<file path="src/sdfc_pkg.sv">
// ----------------------------------------------------------------------------
// sdfc_pkg
// Shared types and constants for the SDF CSG combine block.
// ----------------------------------------------------------------------------
`timescale 1ns / 1ps

package sdfc_pkg;

    // width of the operation code field
    localparam int FUNC_W = 3;

    // operation codes; unused codes behave as union
    typedef enum logic [FUNC_W-1:0] {
        FUNC_UNION  = 3'd0,
        FUNC_SUB    = 3'd1,
        FUNC_INTER  = 3'd2,
        FUNC_SUNION = 3'd3,
        FUNC_SSUB   = 3'd4
    } t_func;

endpackage

</file>
<file path="src/sdfc_in_if.sv">
// ----------------------------------------------------------------------------
// sdfc_in_if
// Voxel input channel: operation code, two distances and smoothing radius.
// ----------------------------------------------------------------------------
`timescale 1ns / 1ps

interface sdfc_in_if #(
    parameter int DIST_WIDTH = 24
);
    logic                         valid;
    logic                         ready;
    logic [sdfc_pkg::FUNC_W-1:0]  func;
    logic signed [DIST_WIDTH-1:0] dist_a;
    logic signed [DIST_WIDTH-1:0] dist_b;
    logic [DIST_WIDTH-2:0]        smooth_k;

    modport source (output valid, func, dist_a, dist_b, smooth_k, input ready);
    modport sink   (input valid, func, dist_a, dist_b, smooth_k, output ready);
endinterface

</file>
<file path="src/sdfc_out_if.sv">
// ----------------------------------------------------------------------------
// sdfc_out_if
// Result channel: combined distance and blend factor.
// ----------------------------------------------------------------------------
`timescale 1ns / 1ps

interface sdfc_out_if #(
    parameter int DIST_WIDTH = 24,
    parameter int FRAC_BITS  = 12
);
    logic                         valid;
    logic                         ready;
    logic signed [DIST_WIDTH-1:0] distance;
    logic signed [FRAC_BITS+1:0]  blend_t;

    modport source (output valid, distance, blend_t, input ready);
    modport sink   (input valid, distance, blend_t, output ready);
endinterface

</file>
<file path="src/sdfc_div.sv">
// ----------------------------------------------------------------------------
// sdfc_div
// Pipelined restoring divider, one quotient bit per stage. Computes
// floor((rem << (QW-1)) / den) for rem <= den, with a sideband word that
// travels alongside. Each stage has its own valid bit and fills bubbles.
// ----------------------------------------------------------------------------
`timescale 1ns / 1ps

module sdfc_div #(
    parameter int KW  = 23,
    parameter int QW  = 13,
    parameter int SBW = 27
) (
    input  logic           i_clk,
    input  logic           i_rst_n,
    input  logic           i_vld,
    output logic           o_rdy,
    input  logic [KW-1:0]  i_rem,
    input  logic [KW-1:0]  i_den,
    input  logic [SBW-1:0] i_sb,
    output logic           o_vld,
    input  logic           i_rdy,
    output logic [QW-1:0]  o_quo,
    output logic [KW-1:0]  o_den,
    output logic [SBW-1:0] o_sb
);

    localparam int NS = QW;

    // stage registers
    logic           r_vld [NS];
    logic [KW-1:0]  r_rem [NS];
    logic [KW-1:0]  r_den [NS];
    logic [QW-1:0]  r_quo [NS];
    logic [SBW-1:0] r_sb  [NS];

    // stage inputs: index 0 is the port, index j+1 is stage j
    logic           c_vld [NS+1];
    logic [KW-1:0]  c_rem [NS+1];
    logic [KW-1:0]  c_den [NS+1];
    logic [QW-1:0]  c_quo [NS+1];
    logic [SBW-1:0] c_sb  [NS+1];
    logic           c_rdy [NS+1];

    assign c_vld[0] = i_vld;
    assign c_rem[0] = i_rem;
    assign c_den[0] = i_den;
    assign c_quo[0] = '0;
    assign c_sb[0]  = i_sb;
    assign c_rdy[NS] = i_rdy;
    assign o_rdy    = c_rdy[0];

    for (genvar j = 0; j < NS; j++) begin : g_stage
        logic [KW:0]   trial;
        logic [KW:0]   diff;
        logic          qbit;
        logic [KW-1:0] n_rem;
        logic [QW-1:0] n_quo;

        // first step compares the remainder as is, later steps shift it
        if (j == 0) begin : g_first
            assign trial = {1'b0, c_rem[j]};
        end else begin : g_next
            assign trial = {c_rem[j], 1'b0};
        end

        always_comb begin
            diff  = trial - {1'b0, c_den[j]};
            qbit  = (trial >= {1'b0, c_den[j]});
            n_rem = qbit ? diff[KW-1:0] : trial[KW-1:0];
            n_quo = {c_quo[j][QW-2:0], qbit};
        end

        assign c_rdy[j] = !r_vld[j] || c_rdy[j+1];

        always_ff @(posedge i_clk) begin
            if (!i_rst_n) begin
                r_vld[j] <= 1'b0;
            end else if (c_rdy[j]) begin
                r_vld[j] <= c_vld[j];
            end
        end

        always_ff @(posedge i_clk) begin
            if (c_rdy[j]) begin
                r_rem[j] <= n_rem;
                r_den[j] <= c_den[j];
                r_quo[j] <= n_quo;
                r_sb[j]  <= c_sb[j];
            end
        end

        assign c_vld[j+1] = r_vld[j];
        assign c_rem[j+1] = r_rem[j];
        assign c_den[j+1] = r_den[j];
        assign c_quo[j+1] = r_quo[j];
        assign c_sb[j+1]  = r_sb[j];
    end

    assign o_vld = c_vld[NS];
    assign o_quo = c_quo[NS];
    assign o_den = c_den[NS];
    assign o_sb  = c_sb[NS];

    // the final remainder of a real division stays below the divisor
    a_rem_bound: assert property (@(posedge i_clk) disable iff (!i_rst_n)
        (r_vld[NS-1] && (r_den[NS-1] != '0)) |-> (r_rem[NS-1] < r_den[NS-1]))
        else $error("divider remainder not below divisor");

endmodule

</file>
<file path="src/sdf_csg_combine.sv">
// ----------------------------------------------------------------------------
// sdf_csg_combine
// Stages: two operand stages, FRAC_BITS + 1 divider stages for the smooth
// factor h, and square, scale and output stages.
// Throughput: one voxel per cycle unless the output stalls; every stage has its own valid bit.
// Reset clears the valid bits only; the data registers are not reset.
// ----------------------------------------------------------------------------
`timescale 1ns / 1ps

module sdf_csg_combine #(
    parameter int FRAC_BITS  = 12,
    parameter int DIST_WIDTH = 24
) (
    input  logic i_clk,
    input  logic i_rst_n,
    sdfc_in_if.sink    i_in,
    sdfc_out_if.source o_out
);

    localparam int DW  = DIST_WIDTH;
    localparam int FB  = FRAC_BITS;
    localparam int KW  = DW - 1;      // smoothing radius
    localparam int XW  = DW + 1;      // operands, -a held exactly
    localparam int HW  = FB + 1;      // h, up to 1.0
    localparam int MW  = FB;          // m, up to 0.5
    localparam int TW  = FB + 2;      // blend factor
    localparam int PW  = MW + KW;     // m * k product
    localparam int SW  = PW - FB - 1; // scaled s
    localparam int SBW = XW + 2;      // divider sideband: act, tone, dsel
    localparam int EW  = XW + 1 - SW; // zero extension of s

    localparam logic [HW-1:0]        H_ONE = {1'b1, {FB{1'b0}}};
    localparam logic signed [TW-1:0] T_ONE = {2'b01, {FB{1'b0}}};
    localparam logic signed [TW-1:0] T_MIN = {3'b111, {(FB-1){1'b0}}};
    localparam logic [DW-1:0]        D_MAX = {1'b0, {(DW-1){1'b1}}};
    localparam logic [DW-1:0]        D_MIN = {1'b1, {(DW-1){1'b0}}};

    // ------------------------------------------------------------------
    // stage 1: decode operation, negate A for subtraction
    // ------------------------------------------------------------------
    logic          s1_rdy, s2_rdy, s3_rdy, s4_rdy, s5_rdy;
    logic          r_s1_vld;
    logic [XW-1:0] r_s1_x, r_s1_y;
    logic [KW-1:0] r_s1_k;
    logic          r_s1_smooth, r_s1_max;
    logic [XW-1:0] n_s1_x, a_ext;
    logic          n_s1_neg, n_s1_smooth, n_s1_max;

    always_comb begin
        n_s1_neg    = (i_in.func == sdfc_pkg::FUNC_SUB)    ||
                      (i_in.func == sdfc_pkg::FUNC_SSUB);
        n_s1_smooth = (i_in.func == sdfc_pkg::FUNC_SUNION) ||
                      (i_in.func == sdfc_pkg::FUNC_SSUB);
        n_s1_max    = (i_in.func == sdfc_pkg::FUNC_SUB)    ||
                      (i_in.func == sdfc_pkg::FUNC_INTER);
        a_ext       = {i_in.dist_a[DW-1], i_in.dist_a};
        n_s1_x      = n_s1_neg ? (~a_ext + 1'b1) : a_ext;
    end

    assign s1_rdy     = !r_s1_vld || s2_rdy;
    assign i_in.ready = s1_rdy;

    always_ff @(posedge i_clk) begin
        if (!i_rst_n) begin
            r_s1_vld <= 1'b0;
        end else if (s1_rdy) begin
            r_s1_vld <= i_in.valid;
        end
    end

    always_ff @(posedge i_clk) begin
        if (s1_rdy) begin
            r_s1_x      <= n_s1_x;
            r_s1_y      <= {i_in.dist_b[DW-1], i_in.dist_b};
            r_s1_k      <= i_in.smooth_k;
            r_s1_smooth <= n_s1_smooth;
            r_s1_max    <= n_s1_max;
        end
    end

    // ------------------------------------------------------------------
    // stage 2: compare, select, |x-y| and the divider numerator
    // ------------------------------------------------------------------
    logic          r_s2_vld;
    logic [XW-1:0] r_s2_dsel;
    logic          r_s2_tone, r_s2_act;
    logic [KW-1:0] r_s2_rem, r_s2_k;
    logic [XW:0]   diff;
    logic [XW-1:0] ad;
    logic          f, n_s2_act, n_s2_tone;
    logic [XW-1:0] n_s2_dsel;
    logic [KW-1:0] n_s2_rem;
    logic          div_rdy;

    always_comb begin
        f    = $signed(r_s1_x) > $signed(r_s1_y);
        diff = {r_s1_x[XW-1], r_s1_x} - {r_s1_y[XW-1], r_s1_y};
        ad   = diff[XW] ? XW'(~diff + 1'b1) : diff[XW-1:0];
        n_s2_act = r_s1_smooth && (r_s1_k != '0) &&
                   (ad < {2'b00, r_s1_k});
        // inactive items divide zero, keeping rem <= den in the divider
        n_s2_rem = n_s2_act ? (r_s1_k - ad[KW-1:0]) : '0;
        if (r_s1_max) begin
            n_s2_dsel = f ? r_s1_x : r_s1_y;
            n_s2_tone = !f;
        end else begin
            n_s2_dsel = f ? r_s1_y : r_s1_x;
            n_s2_tone = f;
        end
    end

    assign s2_rdy = !r_s2_vld || div_rdy;

    always_ff @(posedge i_clk) begin
        if (!i_rst_n) begin
            r_s2_vld <= 1'b0;
        end else if (s2_rdy) begin
            r_s2_vld <= r_s1_vld;
        end
    end

    always_ff @(posedge i_clk) begin
        if (s2_rdy) begin
            r_s2_dsel <= n_s2_dsel;
            r_s2_tone <= n_s2_tone;
            r_s2_act  <= n_s2_act;
            r_s2_rem  <= n_s2_rem;
            r_s2_k    <= r_s1_k;
        end
    end

    // ------------------------------------------------------------------
    // divider: h = (r << FB) / k
    // ------------------------------------------------------------------
    logic           div_vld;
    logic [HW-1:0]  div_quo;
    logic [KW-1:0]  div_den;
    logic [SBW-1:0] div_sb;

    sdfc_div #(
        .KW  (KW),
        .QW  (HW),
        .SBW (SBW)
    ) u_div (
        .i_clk   (i_clk),
        .i_rst_n (i_rst_n),
        .i_vld   (r_s2_vld),
        .o_rdy   (div_rdy),
        .i_rem   (r_s2_rem),
        .i_den   (r_s2_k),
        .i_sb    ({r_s2_act, r_s2_tone, r_s2_dsel}),
        .o_vld   (div_vld),
        .i_rdy   (s3_rdy),
        .o_quo   (div_quo),
        .o_den   (div_den),
        .o_sb    (div_sb)
    );

    // ------------------------------------------------------------------
    // stage 3: m = h*h / 2
    // ------------------------------------------------------------------
    logic            r_s3_vld;
    logic [MW-1:0]   r_s3_m;
    logic [KW-1:0]   r_s3_k;
    logic [XW-1:0]   r_s3_dsel;
    logic            r_s3_tone, r_s3_act;
    logic [2*HW-1:0] sq;
    logic [MW-1:0]   n_s3_m;

    always_comb begin
        sq     = div_quo * div_quo;
        n_s3_m = div_sb[SBW-1] ? sq[2*FB:FB+1] : '0;
    end

    assign s3_rdy = !r_s3_vld || s4_rdy;

    always_ff @(posedge i_clk) begin
        if (!i_rst_n) begin
            r_s3_vld <= 1'b0;
        end else if (s3_rdy) begin
            r_s3_vld <= div_vld;
        end
    end

    always_ff @(posedge i_clk) begin
        if (s3_rdy) begin
            r_s3_m    <= n_s3_m;
            r_s3_k    <= div_den;
            r_s3_dsel <= div_sb[XW-1:0];
            r_s3_tone <= div_sb[XW];
            r_s3_act  <= div_sb[SBW-1];
        end
    end

    // ------------------------------------------------------------------
    // stage 4: s = m*k / 2
    // ------------------------------------------------------------------
    logic          r_s4_vld;
    logic [SW-1:0] r_s4_s;
    logic [MW-1:0] r_s4_m;
    logic [XW-1:0] r_s4_dsel;
    logic          r_s4_tone, r_s4_act;
    logic [PW-1:0] prod;

    assign prod   = r_s3_m * r_s3_k;
    assign s4_rdy = !r_s4_vld || s5_rdy;

    always_ff @(posedge i_clk) begin
        if (!i_rst_n) begin
            r_s4_vld <= 1'b0;
        end else if (s4_rdy) begin
            r_s4_vld <= r_s3_vld;
        end
    end

    always_ff @(posedge i_clk) begin
        if (s4_rdy) begin
            r_s4_s    <= prod[PW-1:FB+1];
            r_s4_m    <= r_s3_m;
            r_s4_dsel <= r_s3_dsel;
            r_s4_tone <= r_s3_tone;
            r_s4_act  <= r_s3_act;
        end
    end

    // ------------------------------------------------------------------
    // stage 5: final distance with saturation, blend factor; output reg
    // ------------------------------------------------------------------
    logic          r_s5_vld;
    logic [DW-1:0] r_s5_dist;
    logic [TW-1:0] r_s5_t;
    logic [XW:0]   dfull;
    logic [DW-1:0] n_s5_dist;
    logic [TW-1:0] n_s5_t;
    logic          in_range;

    always_comb begin
        dfull    = {r_s4_dsel[XW-1], r_s4_dsel} - {{EW{1'b0}}, r_s4_s};
        in_range = (dfull[XW:DW-1] == '0) || (dfull[XW:DW-1] == '1);
        if (in_range) begin
            n_s5_dist = dfull[DW-1:0];
        end else begin
            n_s5_dist = dfull[XW] ? D_MIN : D_MAX;
        end
        n_s5_t = (r_s4_tone ? T_ONE : '0) - {2'b00, r_s4_m};
    end

    assign s5_rdy = !r_s5_vld || o_out.ready;

    always_ff @(posedge i_clk) begin
        if (!i_rst_n) begin
            r_s5_vld <= 1'b0;
        end else if (s5_rdy) begin
            r_s5_vld <= r_s4_vld;
        end
    end

    always_ff @(posedge i_clk) begin
        if (s5_rdy) begin
            r_s5_dist <= n_s5_dist;
            r_s5_t    <= n_s5_t;
        end
    end

    assign o_out.valid    = r_s5_vld;
    assign o_out.distance = r_s5_dist;
    assign o_out.blend_t  = r_s5_t;

    // ------------------------------------------------------------------
    // assertions
    // ------------------------------------------------------------------
    // smooth factor never exceeds 1.0 for an active smooth voxel
    a_h_bound: assert property (@(posedge i_clk) disable iff (!i_rst_n)
        (div_vld && div_sb[SBW-1]) |-> (div_quo <= H_ONE))
        else $error("smooth factor h above one");

    // hard voxels carry no smoothing correction
    a_hard_zero: assert property (@(posedge i_clk) disable iff (!i_rst_n)
        (r_s4_vld && !r_s4_act) |-> ((r_s4_s == '0) && (r_s4_m == '0)))
        else $error("hard voxel picked up a smoothing term");

    // blend factor stays within [-0.5, 1.0]
    a_t_range: assert property (@(posedge i_clk) disable iff (!i_rst_n)
        r_s5_vld |-> (($signed(r_s5_t) >= T_MIN) && ($signed(r_s5_t) <= T_ONE)))
        else $error("blend factor out of range");

    // a new result only appears when the previous stage held one
    a_out_src: assert property (@(posedge i_clk) disable iff (!i_rst_n)
        $rose(r_s5_vld) |-> $past(r_s4_vld))
        else $error("output valid without a source transaction");

endmodule
</file>
<file path="src/flat_wrapper.sv">
// flat-port wrapper written by rule: the top's interface ports become plain ports
module sdf_csg_combine_flat 
#(
    parameter int FRAC_BITS  = 12,
    parameter int DIST_WIDTH = 24
)
  (i_clk, i_rst_n, i_in_valid, i_in_func, i_in_dist_a, i_in_dist_b, i_in_smooth_k, i_in_ready, o_out_valid, o_out_distance, o_out_blend_t, o_out_ready);
  sdfc_in_if #(.DIST_WIDTH(DIST_WIDTH)) i_in_i ();
  sdfc_out_if #(.DIST_WIDTH(DIST_WIDTH), .FRAC_BITS(FRAC_BITS)) o_out_i ();
  input  logic i_clk;
  input  logic i_rst_n;
  input wire logic [$bits(i_in_i.valid)-1:0] i_in_valid;
  input wire logic [$bits(i_in_i.func)-1:0] i_in_func;
  input wire logic [$bits(i_in_i.dist_a)-1:0] i_in_dist_a;
  input wire logic [$bits(i_in_i.dist_b)-1:0] i_in_dist_b;
  input wire logic [$bits(i_in_i.smooth_k)-1:0] i_in_smooth_k;
  output wire logic [$bits(i_in_i.ready)-1:0] i_in_ready;
  output wire logic [$bits(o_out_i.valid)-1:0] o_out_valid;
  output wire logic [$bits(o_out_i.distance)-1:0] o_out_distance;
  output wire logic [$bits(o_out_i.blend_t)-1:0] o_out_blend_t;
  input wire logic [$bits(o_out_i.ready)-1:0] o_out_ready;
  assign i_in_i.valid = i_in_valid;
  assign i_in_i.func = i_in_func;
  assign i_in_i.dist_a = i_in_dist_a;
  assign i_in_i.dist_b = i_in_dist_b;
  assign i_in_i.smooth_k = i_in_smooth_k;
  assign i_in_ready = i_in_i.ready;
  assign o_out_valid = o_out_i.valid;
  assign o_out_distance = o_out_i.distance;
  assign o_out_blend_t = o_out_i.blend_t;
  assign o_out_i.ready = o_out_ready;
  sdf_csg_combine #(.FRAC_BITS(FRAC_BITS), .DIST_WIDTH(DIST_WIDTH)) u_core (.i_clk(i_clk), .i_rst_n(i_rst_n), .i_in(i_in_i), .o_out(o_out_i));
endmodule
</file>
<file path="config.mk">
export PLATFORM = sky130hd
export DESIGN_NAME = sdf_csg_combine_flat
export DESIGN_NICKNAME = d
export VERILOG_FILES = /design/src/sdfc_pkg.sv /design/src/sdfc_in_if.sv /design/src/sdfc_out_if.sv /design/src/sdfc_div.sv /design/src/sdf_csg_combine.sv /design/src/flat_wrapper.sv
export SDC_FILE = /design/constraint.sdc
export NUM_CORES = 2
export LEC_CHECK = 0
export BUFFER_PORTS_ARGS = -buffer_cell sky130_fd_sc_hd__buf_2
export CAP_MARGIN = 20
export CORE_UTILIZATION = 40
export DETAILED_ROUTE_END_ITERATION = 8
export PLACE_DENSITY = 0.6
export REMOVE_ABC_BUFFERS = 1
export SYNTH_ARGS = -nofsm -noshare
export SYNTH_HDL_FRONTEND = slang
export SYNTH_SLANG_ARGS = --single-unit
export TNS_END_PERCENT = 50
</file>
<file path="constraint.sdc">
create_clock -name i_clk -period 5.2 [get_ports i_clk]
set_input_delay 0.26 -clock i_clk [delete_from_list [all_inputs] [get_ports i_clk]]
set_output_delay 0.26 -clock i_clk [all_outputs]
set_load 0.1 [all_outputs]
</file>
==> results.json <==
{
  "status": "complete, but fails checks",
  "violations": "setup timing",
  "placed_cells": 9198,
  "crit_fanout": 3,
  "p_seq_share_pct": 31.3,
  "insertion_delay_ns": 0.78,
  "synth.distinct_cells": 94,
  "drt_iter0_drc": 2431,
  "ys_ff_latch": 1341,
  "peakVddDrop_v": 0.001036,
  "synthTopCellsByArea": "edfxtp_1, ha_1, fa_1",
  "clkSlewWorstSetupHoldPaths_ns": 0.07,
  "placementRows": 160,
  "combinationalPowerShare_pct": 48.9,
  "start_kind": "flop",
  "post-dp-hpwl_mm": 120.9,
  "min_path_type": "in2reg",
  "yosysSeqAreaShare_pct": 52.58,
  "power_switching_share_pct": 36.85,
  "final_cells": 9626,
  "min_period_ns": 5.552,
  "powerDensity_nw_per_um2": 573.7,
  "yosysWarnings": 0,
  "maxSlewViolCount": 0,
  "detail-route-antenna-nets": 0,
  "worst_pin_slew_ns": 1.142,
  "worst_slack_ns": -0.3519,
  "p_sw_mw": 19.11,
  "end_kind": "flop",
  "core_area_um2": 190000,
  "clockBufferDepth": 3,
  "start_util_pct": 40.25,
  "cts_tree": "done",
  "cp_data_arrival_time_ns": 6.06,
  "syn_avg_cell_area_um2": 12.11,
  "netlist_area_um2": 76470,
  "final_hold_viol_count": 0,
  "ys_async_sr_fraction_pct": 0,
  "htree_levels": 4,
  "maxClockFrequency_ghz": 0.1801,
  "synth_ff_type": "edfxtp_1",
  "yosysMostFrequentCell": "edfxtp_1",
  "vias": 48000,
  "grt_pass1_vias": 49830,
  "max_slew_margin_pct": 23.47,
  "rsz0062_at_grt": "true",
  "seqCellArea_um2": 40210,
  "fin_skew_ns": 0.03350,
  "wl_per_cell_um": 16.42,
  "antenna_found_initial": 2,
  "power.internal_mw": 32.74,
  "fp.dieH_um": 439.2,
  "grt_usage_pct": 16.41,
  "cts_made_buffers": 143,
  "root_buffer": "clkbuf_16",
  "areaGrowthSynthToFinish_pct": 18.18,
  "layout-drive-gt1-share_pct": 16.80,
  "yosysTopAreaCellShare_pct": 52.42,
  "fp.dieArea_um2": 192900,
  "fp.dieW_um": 439.2,
  "multiInputGateArea_um2": 33560,
  "gp_congestion": 0.8667,
  "synthCells": 6316,
  "netlist_top_cells_count": "edfxtp_1, inv_1, ha_1",
  "synth_edf_count": 1335,
  "pre_cts_ws_ns": -0.8285,
  "setup_viol": 23,
  "overflow": 0,
  "first_pass_iters": 7,
  "cp.required_ns": 5.70,
  "finalCritPeriodShare_pct": 106.8,
  "drc": 0,
  "grt_pass1_wl_mm": 255.0,
  "grt_max_degree": 83,
  "path_class": "reg2reg",
  "pin_count": 118,
  "vias_per_cell": 4.986,
  "cts.sinks": 1341,
  "yosysTopAreaCell": "edfxtp_1",
  "max_cap_viol_count": 0,
  "nets": 7922,
  "whs_ns": 0.1881,
  "power.share.clock_pct": 19.7,
  "fill_cells": 16790,
  "leakagePower_nw": 39.65,
  "routed_wl_mm": 158.1,
  "port_buffers": 117
}
-- layer usage --
metal | vias up | global-route usage [%] | wire, um
li1 | 23610 | - | -
met1 | 23420 | 19.11 | 65120
met5 | - | 0 | 0
met4 | 0 | 5.496 | 4778
met3 | 273 | 2.212 | 4608
met2 | 700 | 30.67 | 83550
-- sequential cells by signal, indices dropped and copies added, names as in the netlist, 24 cells and up --
register and flops:
u_core.u_div.r_den 299, u_core.u_div.r_sb 351, u_core.r_s2_dsel 25, u_core.r_s1_y 24, u_core.r_s1_x 25, u_core.r_s4_dsel 25
u_core.r_s3_dsel 25, u_core.u_div.r_quo 91, u_core.o_out.distance 24, u_core.u_div.r_rem 276
-- layout make-up --
cell class	instances	share of cell area, %
Multi-Input combinational cell	3933	37.13
Inverter	899	3.737
Tap cell	2511	3.476
Clock inverter	102	1.198
Antenna cell	1	0.002769
Sequential cell	1341	44.49
Clock buffer	160	4.054
Timing Repair Buffer	679	5.906
-- critical path, stage by stage (launching register included) --
cell and delay, ns:
edfxtp_1 0.38, buf_4 0.15, and2_4 0.13, fa_1 0.48, inv_1 0.05, fa_1 0.52
inv_2 0.05, fa_1 0.49, fa_1 0.51, inv_2 0.04, fa_1 0.52, inv_2 0.05
ha_4 0.22, a2111oi_4 0.36, o21ai_2 0.11, nand3_1 0.11, o21ai_2 0.06, o21ba_4 0.23
a21oi_4 0.16, a31o_4 0.21, a31oi_4 0.11, buf_6 0.16, a21oi_2 0.12, xnor2_1 0.07
-- worst paths after layout --
path	from	to	slack (ns)	depth (start not counted)
worst max-delay path	u_core.r_s3_m[8]$_SDFFCE_PN0P_	u_core.r_s4_s[18]$_DFFE_PP_	-0.35	23
worst min-delay path	i_in_smooth_k[8]	u_core.r_s1_k[8]$_DFFE_PP_	0.19	2
worst max register to register	u_core.r_s3_m[8]$_SDFFCE_PN0P_	u_core.r_s4_s[18]$_DFFE_PP_	-0.35	23
worst min register to register	u_core.u_div.r_sb[1][36]$_DFFE_PP_	u_core.u_div.r_sb[1][63]$_DFFE_PP_	0.41	0
-- cells in the final DEF, fill, tap and decap left out, types with 31 or more instances in the layout --
cell type / synthesis / routed
buf_4: 0 / 418
nor2_1: 269 / 259
fa_1: 323 / 311
nand2b_1: 61 / 61
xor2_1: 137 / 135
a31oi_1: 39 / 34
buf_2: 9 / 117
o21bai_1: 52 / 50
a21o_1: 116 / 116
inv_1: 899 / 872
clkbuf_16: 0 / 144
dlygate4sd3_1: 0 / 95
nand2_1: 491 / 470
ha_1: 524 / 503
and3_1: 58 / 56
edfxtp_1: 1335 / 1335
a21oi_1: 271 / 245
nor3_1: 99 / 91
buf_6: 2 / 36
clkinv_2: 0 / 31
or3_1: 33 / 32
nand3_1: 74 / 69
clkinv_1: 0 / 33
xnor2_1: 226 / 216
mux2_2: 114 / 114
o21ai_0: 289 / 267
nor2b_1: 65 / 64
and2_1: 157 / 141
nand4_1: 57 / 57
o21a_1: 55 / 55
-- cell families (layout without fill, tap and decap cells) --
| kind of cell | count (synthesis) | count (layout) | share of synthesized area (%) |
|---|---|---|---|
| multiplexers | 150 | 150 | 2.184 |
| AO/OA/AOI/OAI | 1093 | 1093 | 9.215 |
| other | 1 | 2 | 0.004904 |
| adder cells (fa/ha/maj) | 847 | 847 | 17.03 |
| buffers and inverters | 1043 | 1840 | 5.154 |
| AND/OR/NAND/NOR | 1477 | 1478 | 9.656 |
| XOR/XNOR | 364 | 364 | 4.179 |
| flip-flops | 1341 | 1341 | 52.58 |
-- metrics by stage --
step | TNS, ns | power [mW] | util, % | area [um2]
4_1_cts | -3.977 | 51.52 | 47.14 | 89570
2_1_floorplan | -598.44 | 32.30 | - | 75910
3_3_place_gp | -20.71 | 39.06 | 43.58 | 82800
6_report | -4.368 | 51.85 | 47.57 | 90370
3_5_place_dp | -22.92 | 39.64 | 43.59 | 82820
5_1_grt | -11.38 | 55.98 | 47.57 | 90370
-- power by group through the flow --
stage                     sequential, mW  combinational [mW]  clock [mW]
after floorplan                     17.0                15.3           0
after global placement              16.5                22.6           0
after detailed placement            16.5                23.1           0
after CTS                           16.3                24.7        10.5
after global routing                16.5                28.6        10.9
final                               16.2                25.4        10.2
-- repair_timing --
action	4_1_cts	5_1_grt
setup endpoints to repair	55	56
gates cloned	2	0
hold endpoints to repair	87	0
hold buffers	95	0
pin swaps	126	96
buffers inserted	42	25
resized for setup	160	135
(Power assumes the default switching activity.)
